--- config.mk ---
export PLATFORM = sky130hd
export DESIGN_NAME = obstacle_zone_hysteresis
export DESIGN_NICKNAME = d
export VERILOG_FILES = /design/src/hdl/ozh_pkg.sv /design/src/hdl/ozh_cfg_regs.sv /design/src/hdl/ozh_decide.sv /design/src/hdl/obstacle_zone_hysteresis.sv
export SDC_FILE = /design/constraint.sdc
export NUM_CORES = 1
export LEC_CHECK = 0
export CAP_MARGIN = 20
export CORE_MARGIN = 2
export CORE_UTILIZATION = 30
export CTS_CLUSTER_DIAMETER = 80
export DETAILED_ROUTE_END_ITERATION = 8
export DONT_BUFFER_PORTS = 1
export MAX_ROUTING_LAYER = met4
export PLACE_DENSITY = 0.56
export SLEW_MARGIN = 20
export SYNTH_ARGS = -nofsm -noshare
export SYNTH_HDL_FRONTEND = slang
export SYNTH_HIERARCHICAL = 1
export SYNTH_SLANG_ARGS = --single-unit
export TNS_END_PERCENT = 10
--- constraint.sdc ---
create_clock -name clk_i -period 5.8 [get_ports clk_i]
set_input_delay 0 -clock clk_i [delete_from_list [all_inputs] [get_ports clk_i]]
set_output_delay 0 -clock clk_i [all_outputs]
set_load 0.02 [all_outputs]
--- src/hdl/ozh_pkg.sv ---
`default_nettype none

package ozh_pkg;

  localparam int unsigned DepthW = 16;
  localparam int unsigned CountW = 16;
  localparam int unsigned TimeW  = 32;
  localparam int unsigned CfgW   = 16;
  localparam int unsigned CfgIdxW = 3;

  // zone codes
  localparam logic [1:0] ZONE_CLEAR  = 2'd0;
  localparam logic [1:0] ZONE_LEFT   = 2'd1;
  localparam logic [1:0] ZONE_RIGHT  = 2'd2;
  localparam logic [1:0] ZONE_CORNER = 2'd3;

  // configuration register indexes
  localparam logic [CfgIdxW-1:0] CFG_EMERGENCY  = 3'd0;
  localparam logic [CfgIdxW-1:0] CFG_FRONT_ENTR = 3'd1;
  localparam logic [CfgIdxW-1:0] CFG_FRONT_EXIT = 3'd2;
  localparam logic [CfgIdxW-1:0] CFG_SIDE_ENTR  = 3'd3;
  localparam logic [CfgIdxW-1:0] CFG_SIDE_EXIT  = 3'd4;
  localparam logic [CfgIdxW-1:0] CFG_MIN_VALID  = 3'd5;
  localparam logic [CfgIdxW-1:0] CFG_MIN_NEAR   = 3'd6;

  typedef struct packed {
    logic [CfgW-1:0] emergency_mm;
    logic [CfgW-1:0] front_enter_mm;
    logic [CfgW-1:0] front_exit_mm;
    logic [CfgW-1:0] side_enter_mm;
    logic [CfgW-1:0] side_exit_mm;
    logic [CfgW-1:0] min_valid_pixels;
    logic [CfgW-1:0] min_near_pixels;
  } cfg_t;

  typedef struct packed {
    logic [DepthW-1:0] depth_mm;
    logic [CountW-1:0] near_pix;
    logic [CountW-1:0] valid_pix;
  } region_t;

  typedef struct packed {
    region_t          front;
    region_t          left;
    region_t          right;
    logic [TimeW-1:0] frame_time_ms;
  } frame_t;

  typedef struct packed {
    logic [1:0]       zone_state;
    logic [7:0]       clear_cnt;
    logic [1:0]       held_zone;
    logic [TimeW-1:0] held_since_ms;
  } zstate_t;

  typedef struct packed {
    logic [1:0]        zone;
    logic [1:0]        raw_zone;
    logic [DepthW-1:0] front_distance_mm;
  } result_t;

  function automatic logic region_hit(region_t r, logic [CfgW-1:0] thr, cfg_t cfg);
    region_hit = (r.depth_mm != '0) && (r.valid_pix >= cfg.min_valid_pixels) &&
                 (r.depth_mm < thr) && (r.near_pix >= cfg.min_near_pixels);
  endfunction

endpackage

`default_nettype wire

--- src/hdl/ozh_cfg_regs.sv ---
`default_nettype none

module ozh_cfg_regs
  import ozh_pkg::*;
(
  input  wire logic               clk_i,
  input  wire logic               rst_ni,
  input  wire logic               cfg_we_i,
  input  wire logic [CfgIdxW-1:0] cfg_index_i,
  input  wire logic [CfgW-1:0]    cfg_wdata_i,
  output cfg_t                    cfg_o
);

  cfg_t cfg_q;

  always_ff @(posedge clk_i or negedge rst_ni) begin
    if (!rst_ni) begin
      cfg_q.emergency_mm     <= 16'd300;
      cfg_q.front_enter_mm   <= 16'd600;
      cfg_q.front_exit_mm    <= 16'd800;
      cfg_q.side_enter_mm    <= 16'd600;
      cfg_q.side_exit_mm     <= 16'd800;
      cfg_q.min_valid_pixels <= 16'd60;
      cfg_q.min_near_pixels  <= 16'd4;
    end else if (cfg_we_i) begin
      unique case (cfg_index_i)
        CFG_EMERGENCY:  cfg_q.emergency_mm     <= cfg_wdata_i;
        CFG_FRONT_ENTR: cfg_q.front_enter_mm   <= cfg_wdata_i;
        CFG_FRONT_EXIT: cfg_q.front_exit_mm    <= cfg_wdata_i;
        CFG_SIDE_ENTR:  cfg_q.side_enter_mm    <= cfg_wdata_i;
        CFG_SIDE_EXIT:  cfg_q.side_exit_mm     <= cfg_wdata_i;
        CFG_MIN_VALID:  cfg_q.min_valid_pixels <= cfg_wdata_i;
        CFG_MIN_NEAR:   cfg_q.min_near_pixels  <= cfg_wdata_i;
        default: ; // unused index, write dropped
      endcase
    end
  end

  assign cfg_o = cfg_q;

endmodule

`default_nettype wire

--- src/hdl/ozh_decide.sv ---
`default_nettype none

module ozh_decide
  import ozh_pkg::*;
#(
  parameter int unsigned CORNER_CLEAR_FRAMES = 1,
  parameter int unsigned SIDE_CLEAR_FRAMES   = 2,
  parameter int unsigned CORNER_LINGER_MS    = 30,
  parameter int unsigned SIDE_LINGER_MS      = 50
) (
  input  cfg_t    cfg_i,
  input  frame_t  frame_i,
  input  zstate_t state_i,
  output zstate_t state_o,
  output result_t result_o
);

  localparam logic [7:0] CornerNeed =
    (CORNER_CLEAR_FRAMES < 1) ? 8'd1 : 8'(CORNER_CLEAR_FRAMES);
  localparam logic [7:0] SideNeed =
    (SIDE_CLEAR_FRAMES < 1) ? 8'd1 : 8'(SIDE_CLEAR_FRAMES);
  localparam logic [TimeW-1:0] CornerHold = TimeW'(CORNER_LINGER_MS);
  localparam logic [TimeW-1:0] SideHold   = TimeW'(SIDE_LINGER_MS);

  logic             emerg_hit;
  logic             fc, lc, rc;
  logic             fe, le, re;
  logic [7:0]       cnt_inc;
  logic [7:0]       need;
  logic [1:0]       raw;
  logic [TimeW-1:0] age;
  logic [TimeW-1:0] hold;

  always_comb begin
    emerg_hit = region_hit(frame_i.front, cfg_i.emergency_mm, cfg_i);
    fc = region_hit(frame_i.front, cfg_i.front_exit_mm, cfg_i);
    lc = region_hit(frame_i.left, cfg_i.side_exit_mm, cfg_i);
    rc = region_hit(frame_i.right, cfg_i.side_exit_mm, cfg_i);
    fe = region_hit(frame_i.front, cfg_i.front_enter_mm, cfg_i);
    le = region_hit(frame_i.left, cfg_i.side_enter_mm, cfg_i);
    re = region_hit(frame_i.right, cfg_i.side_enter_mm, cfg_i);
    cnt_inc = state_i.clear_cnt + 8'd1;
    need = (state_i.zone_state == ZONE_CORNER) ? CornerNeed : SideNeed;

    state_o = state_i;
    priority if (emerg_hit) begin
      state_o.zone_state = ZONE_CORNER;
      state_o.clear_cnt  = '0;
    end else if (state_i.zone_state != ZONE_CLEAR) begin
      if (fc || lc || rc) begin
        state_o.clear_cnt = '0;
        priority if (fc) state_o.zone_state = ZONE_CORNER;
        else if (lc && !rc) state_o.zone_state = ZONE_LEFT;
        else if (rc && !lc) state_o.zone_state = ZONE_RIGHT;
        else state_o.zone_state =
          (frame_i.left.depth_mm <= frame_i.right.depth_mm) ? ZONE_LEFT : ZONE_RIGHT;
      end else if (cnt_inc >= need) begin
        state_o.zone_state = ZONE_CLEAR;
        state_o.clear_cnt  = '0;
      end else begin
        state_o.clear_cnt = cnt_inc;
      end
    end else begin
      priority if (fe) begin
        state_o.zone_state = ZONE_CORNER;
        state_o.clear_cnt  = '0;
      end else if (le) begin
        state_o.zone_state = ZONE_LEFT;
        state_o.clear_cnt  = '0;
      end else if (re) begin
        state_o.zone_state = ZONE_RIGHT;
        state_o.clear_cnt  = '0;
      end else begin
        state_o.clear_cnt = state_i.clear_cnt;
      end
    end

    // time hold on the last obstacle zone
    raw  = state_o.zone_state;
    age  = frame_i.frame_time_ms - state_i.held_since_ms;
    hold = (state_i.held_zone == ZONE_CORNER) ? CornerHold : SideHold;
    result_o.raw_zone          = raw;
    result_o.front_distance_mm = frame_i.front.depth_mm;
    if (raw != ZONE_CLEAR) begin
      state_o.held_zone     = raw;
      state_o.held_since_ms = frame_i.frame_time_ms;
      result_o.zone         = raw;
    end else begin
      result_o.zone = (age < hold) ? state_i.held_zone : ZONE_CLEAR;
    end
  end

endmodule

`default_nettype wire

--- src/hdl/obstacle_zone_hysteresis.sv ---
// channel | direction | handshake            | payload
// --------+-----------+----------------------+-------------------------------------------
// frame   | in        | in_valid_i/in_stall_o | three region stats, frame_time_ms_i
// result  | out       | out_valid_o/out_stall_i | zone_o, raw_zone_o, front_distance_mm_o
// config  | in        | cfg_we_i              | cfg_index_i, cfg_wdata_i
//
// one frame transaction per cycle sustained while the result side does not stall
// the path is input register, zone decision and hold compare, result register
// the zone state advances only when a frame moves from the input register to the result
// rst_ni (async, active low) sets state clear, held zone corner, registers to defaults
// a stalled result holds the input register; in_stall_o follows out_stall_i combinationally
`default_nettype none

module obstacle_zone_hysteresis
  import ozh_pkg::*;
#(
  parameter int unsigned CORNER_CLEAR_FRAMES = 1,
  parameter int unsigned SIDE_CLEAR_FRAMES   = 2,
  parameter int unsigned CORNER_LINGER_MS    = 30,
  parameter int unsigned SIDE_LINGER_MS      = 50
) (
  input  wire logic               clk_i,
  input  wire logic               rst_ni,
  // configuration write port
  input  wire logic               cfg_we_i,
  input  wire logic [CfgIdxW-1:0] cfg_index_i,
  input  wire logic [CfgW-1:0]    cfg_wdata_i,
  // frame channel
  input  wire logic               in_valid_i,
  output logic                    in_stall_o,
  input  wire logic [DepthW-1:0]  front_depth_mm_i,
  input  wire logic [CountW-1:0]  front_near_i,
  input  wire logic [CountW-1:0]  front_valid_i,
  input  wire logic [DepthW-1:0]  left_depth_mm_i,
  input  wire logic [CountW-1:0]  left_near_i,
  input  wire logic [CountW-1:0]  left_valid_i,
  input  wire logic [DepthW-1:0]  right_depth_mm_i,
  input  wire logic [CountW-1:0]  right_near_i,
  input  wire logic [CountW-1:0]  right_valid_i,
  input  wire logic [TimeW-1:0]   frame_time_ms_i,
  // result channel
  output logic                    out_valid_o,
  input  wire logic               out_stall_i,
  output logic [1:0]              zone_o,
  output logic [1:0]              raw_zone_o,
  output logic [DepthW-1:0]       front_distance_mm_o
);

  cfg_t    cfg;
  frame_t  frame_in;
  frame_t  frame_q;
  logic    frame_vld_q;
  zstate_t state_q, state_d;
  result_t result_d, result_q;
  logic    out_vld_q;
  logic    out_free;
  logic    advance;
  logic    in_take;

  ozh_cfg_regs u_cfg (
    .clk_i       (clk_i),
    .rst_ni      (rst_ni),
    .cfg_we_i    (cfg_we_i),
    .cfg_index_i (cfg_index_i),
    .cfg_wdata_i (cfg_wdata_i),
    .cfg_o       (cfg)
  );

  ozh_decide #(
    .CORNER_CLEAR_FRAMES (CORNER_CLEAR_FRAMES),
    .SIDE_CLEAR_FRAMES   (SIDE_CLEAR_FRAMES),
    .CORNER_LINGER_MS    (CORNER_LINGER_MS),
    .SIDE_LINGER_MS      (SIDE_LINGER_MS)
  ) u_decide (
    .cfg_i    (cfg),
    .frame_i  (frame_q),
    .state_i  (state_q),
    .state_o  (state_d),
    .result_o (result_d)
  );

  // pack the frame ports
  assign frame_in.front.depth_mm  = front_depth_mm_i;
  assign frame_in.front.near_pix  = front_near_i;
  assign frame_in.front.valid_pix = front_valid_i;
  assign frame_in.left.depth_mm   = left_depth_mm_i;
  assign frame_in.left.near_pix   = left_near_i;
  assign frame_in.left.valid_pix  = left_valid_i;
  assign frame_in.right.depth_mm  = right_depth_mm_i;
  assign frame_in.right.near_pix  = right_near_i;
  assign frame_in.right.valid_pix = right_valid_i;
  assign frame_in.frame_time_ms   = frame_time_ms_i;

  // result register is free when empty or being drained this cycle
  assign out_free   = !out_vld_q || !out_stall_i;
  assign advance    = frame_vld_q && out_free;
  assign in_stall_o = frame_vld_q && !out_free;
  assign in_take    = in_valid_i && !in_stall_o;

  // input register
  always_ff @(posedge clk_i or negedge rst_ni) begin
    if (!rst_ni) begin
      frame_vld_q <= 1'b0;
    end else if (in_take) begin
      frame_vld_q <= 1'b1;
    end else if (advance) begin
      frame_vld_q <= 1'b0;
    end
  end

  always_ff @(posedge clk_i) begin
    if (in_take) begin
      frame_q <= frame_in;
    end
  end

  // zone state, updated once per frame that reaches the result register
  always_ff @(posedge clk_i or negedge rst_ni) begin
    if (!rst_ni) begin
      state_q.zone_state    <= ZONE_CLEAR;
      state_q.clear_cnt     <= '0;
      state_q.held_zone     <= ZONE_CORNER;
      state_q.held_since_ms <= '0;
    end else if (advance) begin
      state_q <= state_d;
    end
  end

  // result register
  always_ff @(posedge clk_i or negedge rst_ni) begin
    if (!rst_ni) begin
      out_vld_q <= 1'b0;
    end else if (out_free) begin
      out_vld_q <= advance;
    end
  end

  always_ff @(posedge clk_i) begin
    if (advance) begin
      result_q <= result_d;
    end
  end

  assign out_valid_o         = out_vld_q;
  assign zone_o              = result_q.zone;
  assign raw_zone_o          = result_q.raw_zone;
  assign front_distance_mm_o = result_q.front_distance_mm;

  // a non-clear raw zone is never overridden by the hold
  a_raw_passes: assert property (@(posedge clk_i) disable iff (!rst_ni)
    (out_vld_q && result_q.raw_zone != ZONE_CLEAR) |-> (result_q.zone == result_q.raw_zone))
    else $error("held zone differs from a non-clear raw zone");

  // the clear counter only runs in an obstacle state
  a_cnt_clear: assert property (@(posedge clk_i) disable iff (!rst_ni)
    (state_q.zone_state == ZONE_CLEAR) |-> (state_q.clear_cnt == '0))
    else $error("clear frame counter nonzero in clear state");

  // the held zone is always an obstacle zone
  a_held_nonclear: assert property (@(posedge clk_i) disable iff (!rst_ni)
    state_q.held_zone != ZONE_CLEAR)
    else $error("held zone is clear");

  // a stall on the frame side only comes from a full input register behind a stalled result
  a_stall_cause: assert property (@(posedge clk_i) disable iff (!rst_ni)
    in_stall_o |-> (frame_vld_q && out_vld_q && out_stall_i))
    else $error("frame side stalled without cause");

endmodule

`default_nettype wire

## Word level (Yosys, flattened, before mapping)

Index checks and enable logic that the tools add are counted.

- Register bits: 354
- Input port bits: 200
- Output and inout bits: 22
- Word-level logic and storage cells: 119

- Add/sub/neg operators: 2
- $lt $le $gt $ge: 16
- Equal/unequal tests: 8
- Mux-type cells: 19
- Reductions and logical operators: 48

Operator list:

| cell | count |
|---|---|
| $lt 16x16->1 | 7 |
| $ge 16x16->1 | 6 |
| $mux 10 | 5 |
| $reduce_bool 16->1 | 3 |
| $lt 32x32->1 | 1 |
| $sub 32x32->32 | 1 |
| $logic_and 1x1->1 | 22 |
| $mux 2 | 9 |
| $reduce_and 2->1 | 9 |
| $le 16x16->1 | 1 |
| $mux 8 | 2 |
| $eq 3x3->1 const B | 3 |
| $add 8x1->8 const B | 1 |
| $ge 8x8->1 | 1 |
| $eq 3x2->1 const B | 2 |
| $logic_not 1->1 | 6 |
| $mux 6 | 1 |
| $reduce_bool 2->1 | 3 |
| $reduce_bool 5->1 | 1 |
| $eq 2x2->1 const B | 2 |
| $eq 3x1->1 const B | 1 |
| $logic_not 3->1 | 1 |
| $logic_or 1x1->1 | 3 |
| $mux 1 | 2 |

## Longest topological paths before layout

Gate-level depths: netlist of run 1.

- Depth after elaboration: 14
- Mapped depth: 17
- Depth with buffers taken out: 17

## Hierarchy

The synthesis of run 1 kept the hierarchy.

Modules (own cells, without submodules):

| module | instances | cells each | area each (µm²) | sequential area each (µm²) |
|---|---|---|---|---|
| ozh_decide | 1 | 1,077 | 8,010.2 | 0.0 |
| obstacle_zone_hysteresis | 1 | 297 | 7,813.7 | 7,039.3 |
| ozh_cfg_regs | 1 | 245 | 4,332.9 | 2,831.5 |

## Worst setup path after synthesis of run 1

Ideal clock, no wire load.

- Path kind: register to register
- From: register out_vld_q, in the netlist out_valid_o
- To: register frame_q[0] (netlist name), enable pin
- Arrival: 4.661 ns
- Required time: 5.242 ns
- Slack: 0.581 ns
- Stages on the path, launching flop included: 3
- Period minus slack after synthesis: 5.219 ns
- Cells stage by stage: dfrtp_1 -> nand3_1 -> and2_1

- Longest elaborated chain between the ends: 6

Ends and longest elaborated chain:

| item | line | RTL |
|---|---|---|
| from (decl) | obstacle_zone_hysteresis.sv:55 | `logic out_vld_q;` |
| from (signal assigned) | obstacle_zone_hysteresis.sv:134 | `out_vld_q <= advance;` |
| $logic_not 1->1 | obstacle_zone_hysteresis.sv:95 | `assign out_free = !out_vld_q \|\| !out_stall_i;` |
| $logic_or 1x1->1 | obstacle_zone_hysteresis.sv:95 |  |
| $logic_not 1->1 | obstacle_zone_hysteresis.sv:97 | `assign in_stall_o = frame_vld_q && !out_free;` |
| $logic_and 1x1->1 | obstacle_zone_hysteresis.sv:97 |  |
| $logic_not 1->1 | obstacle_zone_hysteresis.sv:98 | `assign in_take = in_valid_i && !in_stall_o;` |
| $logic_and 1x1->1 | obstacle_zone_hysteresis.sv:98 |  |
| via in_take | obstacle_zone_hysteresis.sv:58 | `logic in_take;` |
| to (signal assigned) | obstacle_zone_hysteresis.sv:113 | `frame_q <= frame_in;` |
| to (decl) | obstacle_zone_hysteresis.sv:51 | `frame_t frame_q;` |

The timed path passes the listed nets, and every way through them passes these cells.
A chain may end at the register's enable or synchronous reset.

==> results.sh, run 1 <==
export IMPL_synth_edff_count=196
export IMPL_cp_common_cell="o21ai_1"
export IMPL_min_from="cfg_index_i[1]"
export IMPL_synth_commonest_cells="253 x ha_1, 196 x edfxtp_1, 175 x inv_1, 133 x dfrtp_1, 109 x mux2_2"
export IMPL_ys_ff_latch=354
export IMPL_portBuffers=0
export IMPL_fmaxAchievable_mhz=222
export IMPL_synth_simple_area_share_pct=7.36
export IMPL_core_rowCount=95
export IMPL_path_buf_inv=2
export IMPL_drt_initial_drc_count=659
export IMPL_h_tree_depth=2
export IMPL_die_w_um=263
export IMPL_drive_above_1_share_pct=15.0
export IMPL_dp_hpwl_mm=37.0
export IMPL_fp_dieH_um=263
export IMPL_synth_most_common_cell="ha_1"
export IMPL_io_pins=222
export IMPL_synthMuxAreaShare_pct=11.7
export IMPL_r2r_end="state_q[0]"
export IMPL_rsz0062_at_grt="false"
export IMPL_async_flop_share_pct=44.6
export IMPL_cp_cell_sequence="inv_1, ha_1, a21oi_1, o21ai_1, a2111o_1, o21ai_1, nor4_2, a311oi_1, o21ai_1, a221o_1, nor2_4, buf_4, mux2_2, mux2_2"
export IMPL_fin_setup_tns_ps=0
export IMPL_synth_cells=1619
export IMPL_dr_pass1_iters=5
export IMPL_r2r_cells=14
export IMPL_gp_congestion=0.886
export IMPL_synthAdderAreaFrac_pct=15.8
export IMPL_yosys_top_cells_area="edfxtp_1 29%, dfrtp_1 17%, ha_1 16%, mux2_2 6.1%, mux2_4 3.6%"
export IMPL_finalMaxSlewViolations=0
export IMPL_synth_seq_area_share_pct=49.0
export IMPL_start_util_pct=30.2
export IMPL_hold_violations=0
export IMPL_clock_path_buffers=3
export IMPL_multi_input_area_mm2=0.00929
export IMPL_finalCritPeriodShare_pct=77.7
export IMPL_worstSetupStartpointType="flip-flop"
export IMPL_skew_ps=39.7
export IMPL_holdCritPathClass="in -> reg"
export IMPL_critical_path_class="reg -> reg"
export IMPL_path_clk_slew_ps=60
export IMPL_coreArea_mm2=0.0668
export IMPL_drt_wirelength_per_cell_um=19.1
export IMPL_cp_required_ps=6260
export IMPL_vias=13800
export IMPL_track_usage_pct=16.1
export IMPL_crit_slowest_cell="a2111o_1"
export IMPL_cts_buffers=46
export IMPL_design_area_mm2=0.0256
export IMPL_tightest_slew_ps=1010
export IMPL_fin_util_pct=38.3
export IMPL_cp_end_kind="flip-flop"
export IMPL_synth_top_family_by_area="adder cells"
export IMPL_reg2reg_setup_slack_ps=1290
export IMPL_setup_violations_final=0
export IMPL_arrival_ps=4960
export IMPL_insertion_delay_ps=610
export IMPL_final_nets=2369
export IMPL_ys_warn_count=6
export IMPL_grt_pass1_wl_mm=85.2
export IMPL_status="finished, final reports clean"
export IMPL_worstHoldPathCells=2
export IMPL_power_leakage_nw=10.9
export IMPL_relSlewSlack_pct=32.8
export IMPL_synth_compound_area_share_pct=10.2
export IMPL_grt_pass1_vias=15000
export IMPL_cpPeakStageDelay_ps=470
export IMPL_min_period_ps=4510
export IMPL_syn_nets=2073
export IMPL_antenna_found_initial=9
export IMPL_crit_family="compound AO/OA/AOI/OAI gates"
export IMPL_synth_ff_type="edfxtp_1"
export IMPL_fillers=6342
export IMPL_cts_tree="built"
export IMPL_yosysTopAreaCell="edfxtp_1"
export IMPL_drcViolationCount=0
export IMPL_synth_top_cell_area_share_pct=29.2
export IMPL_maxCapViolations=0
export IMPL_grt_overflow_total=0
export IMPL_synth_cell_types=85
export IMPL_regArea_mm2=0.00987
export IMPL_synthesis_area_mm2=0.0202
export IMPL_worst_r2r_startpoint="u_cfg/cfg_o[13]"
export IMPL_areaGrowthSynthToFinish_pct=27.0
export IMPL_ant_nets=0
export IMPL_dpl_cell_area_mm2=0.0210
export IMPL_die_area_mm2=0.0693
export IMPL_cp_max_fo=32
export IMPL_synth_xor_area_share_pct=0.739
export IMPL_numClockSinks=354
export IMPL_vdd_drop_max_mv=0.238
export IMPL_viasPerCell=4.87
export IMPL_totalWireLength_mm=54.1
export IMPL_hold_end="u_cfg/cfg_o[29]"
export IMPL_p_per_area_mw_per_mm2=399
export IMPL_whs_ps=23.6
export IMPL_totalPowerFinal_mw=10.2
export IMPL_cts_root_buf="clkbuf_16"
export IMPL_grt_max_degree=159
export IMPL_syn_area_per_cell_um2=12.5
==> per-stage QoR <==
stage               std cells  worst slack, ps
floorplan                1619              581
global placement         2449             1350
detailed placement       2450             1260
CTS                      2823             1210
global route             2831             1030
finish                   2831             1290
==> kinds of logic (layout without fill, tap and decap cells) <==
logic type	after synthesis	in the layout
mux	194	194
flops	354	354
buf+inv	224	556
simple gates	264	264
compound gates	312	312
fa+ha+maj	254	254
xor+xnor	17	17
other cells	0	7
==> layer usage <==
metal / wire length [µm] / vias up / track usage, % / share of wire, %
met5: 0 / - / - / 0
met4: 1690 / 0 / 5.42 / 3.1
met3: 2350 / 105 / 2.89 / 4.3
met2: 27000 / 323 / 28.1 / 50
met1: 23100 / 6752 / 18.7 / 43
li1: - / 6606 / - / -
==> worst max-delay path by stage <==
stage / endpoint / slack (ps) / cells past startpoint / startpoint
after floorplan: frame_q[0] / 580 / 2 / out_valid_o
after global placement: state_q[1] / 1350 / 14 / u_cfg/cfg_o[13]
after detailed placement: state_q[0] / 1260 / 14 / u_cfg/cfg_o[15]
after CTS: state_q[1] / 1210 / 14 / u_cfg/cfg_o[15]
after global routing: state_q[1] / 1030 / 14 / u_cfg/cfg_o[2]
final: state_q[0] / 1290 / 14 / u_cfg/cfg_o[13]
==> state kept, by name, summed over array words and instances, names as in the netlist <==
| register | flops |
|---|---|
| zone_o | 2 |
| frame_q | 176 |
| state_q | 44 |
| frame_vld_q | 1 |
| u_cfg/cfg_o | 112 |
| raw_zone_o | 2 |
| front_distance_mm_o | 16 |
| out_valid_o | 1 |
==> area by class of cell <==
type / instances / share of cell area (%)
flip-flops and latches: 354 / 38.6
multi-input cells: 1041 / 36.3
repair buffers: 296 / 11.7
clock buffers: 55 / 4.83
well taps: 873 / 4.27
inverters: 176 / 2.58
clock inverters: 29 / 1.75
diodes: 7 / 0.0684
==> where the power goes <==
part / internal [mW] / switching (mW) / total [mW]
combinational: 1.72 / 1.88 / 3.60
sequential: 3.15 / 0.327 / 3.47
clock: 1.95 / 1.19 / 3.14
total: 6.81 / 3.40 / 10.2
==> placed cells by master, fill, tap and decap left out, drive strengths merged, types with 13 or more instances in the layout <==
| cell | n |
|---|---|
| ha | 253 |
| nand4 | 30 |
| inv | 180 |
| nand3 | 18 |
| a211oi | 14 |
| nor2b | 13 |
| nor4 | 20 |
| nor2 | 49 |
| o21ai | 64 |
| clkbuf | 56 |
| a21o | 50 |
| o211ai | 15 |
| nand2 | 53 |
| edfxtp | 196 |
| dfstp | 25 |
| nand2b | 18 |
| dfrtp | 133 |
| a21oi | 93 |
| dlygate4sd3 | 288 |
| mux2 | 189 |
==> what timing repair did <==
action	in CTS	in global routing
setup buffers	0	0
hold endpoints to repair	462	0
resized for setup	0	0
hold buffers	289	0
Note: power is estimated with default switching activity, not from simulation.
==> run 2: changes to the inputs <==
--- a/config.mk
+++ b/config.mk
@@ -5,6 +5,7 @@
 export SDC_FILE = /design/constraint.sdc
 export NUM_CORES = 1
 export LEC_CHECK = 0
+export ABC_AREA = 1
 export CAP_MARGIN = 20
 export CORE_MARGIN = 2
 export CORE_UTILIZATION = 30
==> constraint.sdc (replaced) <==
create_clock -name clk_i -period 4.61 [get_ports clk_i]
set_input_delay 0 -clock clk_i [delete_from_list [all_inputs] [get_ports clk_i]]
set_output_delay 0 -clock clk_i [all_outputs]
set_load 0.02 [all_outputs]
==> run 2 against run 1 <==
Compared with the run above: the flow now finishes with violations (negative hold slack); critical endpoint is now state_q[9]; die area grew 7.4%; first-iteration DRC count increased by 67%; largest power group unchanged; critical path type unchanged; clock power rose by 18%; total power increased by 24%.
==> results.sh, run 2 <==
export IMPL_status="finished with violations"
export IMPL_violations="negative hold slack"
export IMPL_min_period_ps=3610
export IMPL_start_util_pct=30.3
export IMPL_synth_top_cell_area_share_pct=27.2
export IMPL_gp_congestion=0.875
export IMPL_viasPerCell=4.51
export IMPL_final_nets=3255
export IMPL_critical_path_class="reg -> reg"
export IMPL_clock_path_buffers=3
export IMPL_skew_ps=40.5
export IMPL_tightest_slew_ps=998
export IMPL_coreArea_mm2=0.0715
export IMPL_grt_overflow_total=0
export IMPL_drt_wirelength_per_cell_um=16.2
export IMPL_setup_violations_final=0
export IMPL_grt_pass1_vias=16900
export IMPL_maxCapViolations=0
export IMPL_synth_commonest_cells="895 x nand2_1, 355 x inv_1, 253 x ha_1, 196 x edfxtp_1, 153 x nand3_1"
export IMPL_worstSetupStartpointType="flip-flop"
export IMPL_synth_edff_count=196
export IMPL_cts_buffers=45
export IMPL_power_leakage_nw=12.9
export IMPL_rsz0062_at_grt="false"
export IMPL_ant_nets=0
export IMPL_most_common_layout_cells="895 x nand2_1, 354 x inv_1, 283 x dlygate4sd3_1"
export IMPL_die_w_um=273
export IMPL_fin_util_pct=37.7
export IMPL_final_common_cell="nand2_1"
export IMPL_finalCritPeriodShare_pct=78.3
export IMPL_synth_most_common_cell="nand2_1"
export IMPL_ys_ff_latch=354
export IMPL_syn_area_per_cell_um2=8.59
export IMPL_insertion_delay_ps=610
export IMPL_yosysTopAreaCell="edfxtp_1"
export IMPL_fin_setup_tns_ps=0
export IMPL_h_tree_depth=2
export IMPL_dr_pass1_iters=5
export IMPL_ys_warn_count=6
export IMPL_areaGrowthSynthToFinish_pct=24.3
export IMPL_grt_max_degree=159
export IMPL_cp_max_fo=36
export IMPL_fp_dieH_um=273
export IMPL_drt_initial_drc_count=1101
export IMPL_drcViolationCount=0
export IMPL_holdCritPathClass="in -> async"
export IMPL_yosys_top_cells_area="edfxtp_1 27%, nand2_1 16%, dfrtp_1 15%, ha_1 15%, inv_1 6.1%"
export IMPL_path_clk_slew_ps=60
export IMPL_totalWireLength_mm=61.6
export IMPL_numClockSinks=354
export IMPL_finalMaxSlewViolations=0
export IMPL_synth_cell_types=49
export IMPL_synth_seq_area_share_pct=45.5
export IMPL_largest_reg_flops=176
export IMPL_die_area_mm2=0.0744
export IMPL_core_rowCount=98
export IMPL_drive_above_1_share_pct=6.94
export IMPL_whs_ps=-4.26
export IMPL_cts_root_buf="clkbuf_16"
export IMPL_arrival_ps=4070
export IMPL_syn_nets=2978
export IMPL_synth_cells=2524
export IMPL_cp_end_kind="flip-flop"
export IMPL_p_per_area_mw_per_mm2=470
export IMPL_fmaxAchievable_mhz=277
export IMPL_portBuffers=0
export IMPL_synth_ff_type="edfxtp_1"
export IMPL_io_pins=222
export IMPL_dp_hpwl_mm=43.7
export IMPL_hold_violations=2
export IMPL_antenna_found_initial=17
export IMPL_vdd_drop_max_mv=0.324
export IMPL_cts_tree="built"
export IMPL_cp_required_ps=5070
export IMPL_track_usage_pct=17.0
export IMPL_async_flop_share_pct=44.6
export IMPL_vias=17200
export IMPL_synthesis_area_mm2=0.0217
export IMPL_grt_pass1_wl_mm=96.2
export IMPL_relSlewSlack_pct=33.4
export IMPL_max_flop_register="frame_q"
-- run 2: worst paths after layout --
check | start | end | slack [ps] | depth (start not counted)
min reg2reg | u_cfg/cfg_o[72] | u_cfg/cfg_o[72] | 460 | 2
min in group clk_i | right_near_i[6] | frame_q[54] | 30 | 1
min | rst_ni | out_valid_o | -4 | 2
max in group asynchronous | rst_ni | u_cfg/cfg_o[67] | 3760 | 2
max | frame_q[79] | state_q[9] | 1000 | 14
max reg2reg | frame_q[79] | state_q[9] | 1000 | 14
-- run 2: critical path, cell delays in order (launching register included) --
cell and delay (ps):
edfxtp_1 440, ha_1 330, nand2_1 90, nor4_1 540
o21ai_0 370, nand3_1 220, nand2_1 60, nand2_1 50
nand2_1 80, nand2_4 480, nand2_4 360, nand2_1 180
nand2_1 60, nand3_1 80, nand2_1 70
-- run 2: area by class of cell --
cell class	instances	area [µm²]
flip-flops and latches	354	9870
repair buffers	293	2970
well taps	950	1190
multi-input cells	1745	9930
fillers	7147	44600
diodes	19	47.5
clock inverters	33	389
inverters	362	1360
clock buffers	51	1170
-- run 2: per-layer routing --
layer / wire, µm / GRT usage [%] / up-vias
met5: 0 / - / -
met4: 1670 / 5.25 / 0
met3: 3150 / 2.84 / 83
met2: 28400 / 27.0 / 389
met1: 28400 / 22.1 / 7918
li1: - / - / 8797
-- run 2: report_power, final --
part,internal [mW],leakage [nW],total (mW),switching [mW]
combinational,1.67,8.30,4.65,2.98
sequential,3.89,3.82,4.30,0.407
clock,2.15,0.753,3.69,1.54
total,7.72,12.9,12.6,4.93
-- run 2: per-stage QoR --
step	setup slack, ps	total power [mW]	instance area (µm²)	hold slack [ps]	cells
6_report	1000	12.6	26900	-4.26	3807
5_1_grt	775	13.7	26900	1.64	3805
4_1_cts	1010	12.7	26900	0.311	3788
3_5_place_dp	1060	8.71	22500	-289	3420
3_3_place_gp	1060	8.65	22500	-288	3420
2_1_floorplan	607	7.90	21700	-296	2524
-- run 2: what timing repair did --
| action | in CTS | in global routing |
|---|---|---|
| gates resized for setup | 0 | 0 |
| setup buffers | 0 | 0 |
| hold buffers | 284 | 0 |
| hold endpoints to repair | 448 | 0 |
-- run 2: cells by family (layout without fill, tap and decap cells) --
| kind of cell | after synthesis | in the layout | synth area share, % |
|---|---|---|---|
| buf+inv | 425 | 739 | 8.63 |
| flops | 354 | 354 | 45.5 |
| fa+ha+maj | 254 | 254 | 14.7 |
| xor+xnor | 13 | 13 | 0.525 |
| simple gates | 1289 | 1289 | 25.8 |
| compound gates | 189 | 189 | 4.77 |
| other cells | 0 | 19 | 0 |
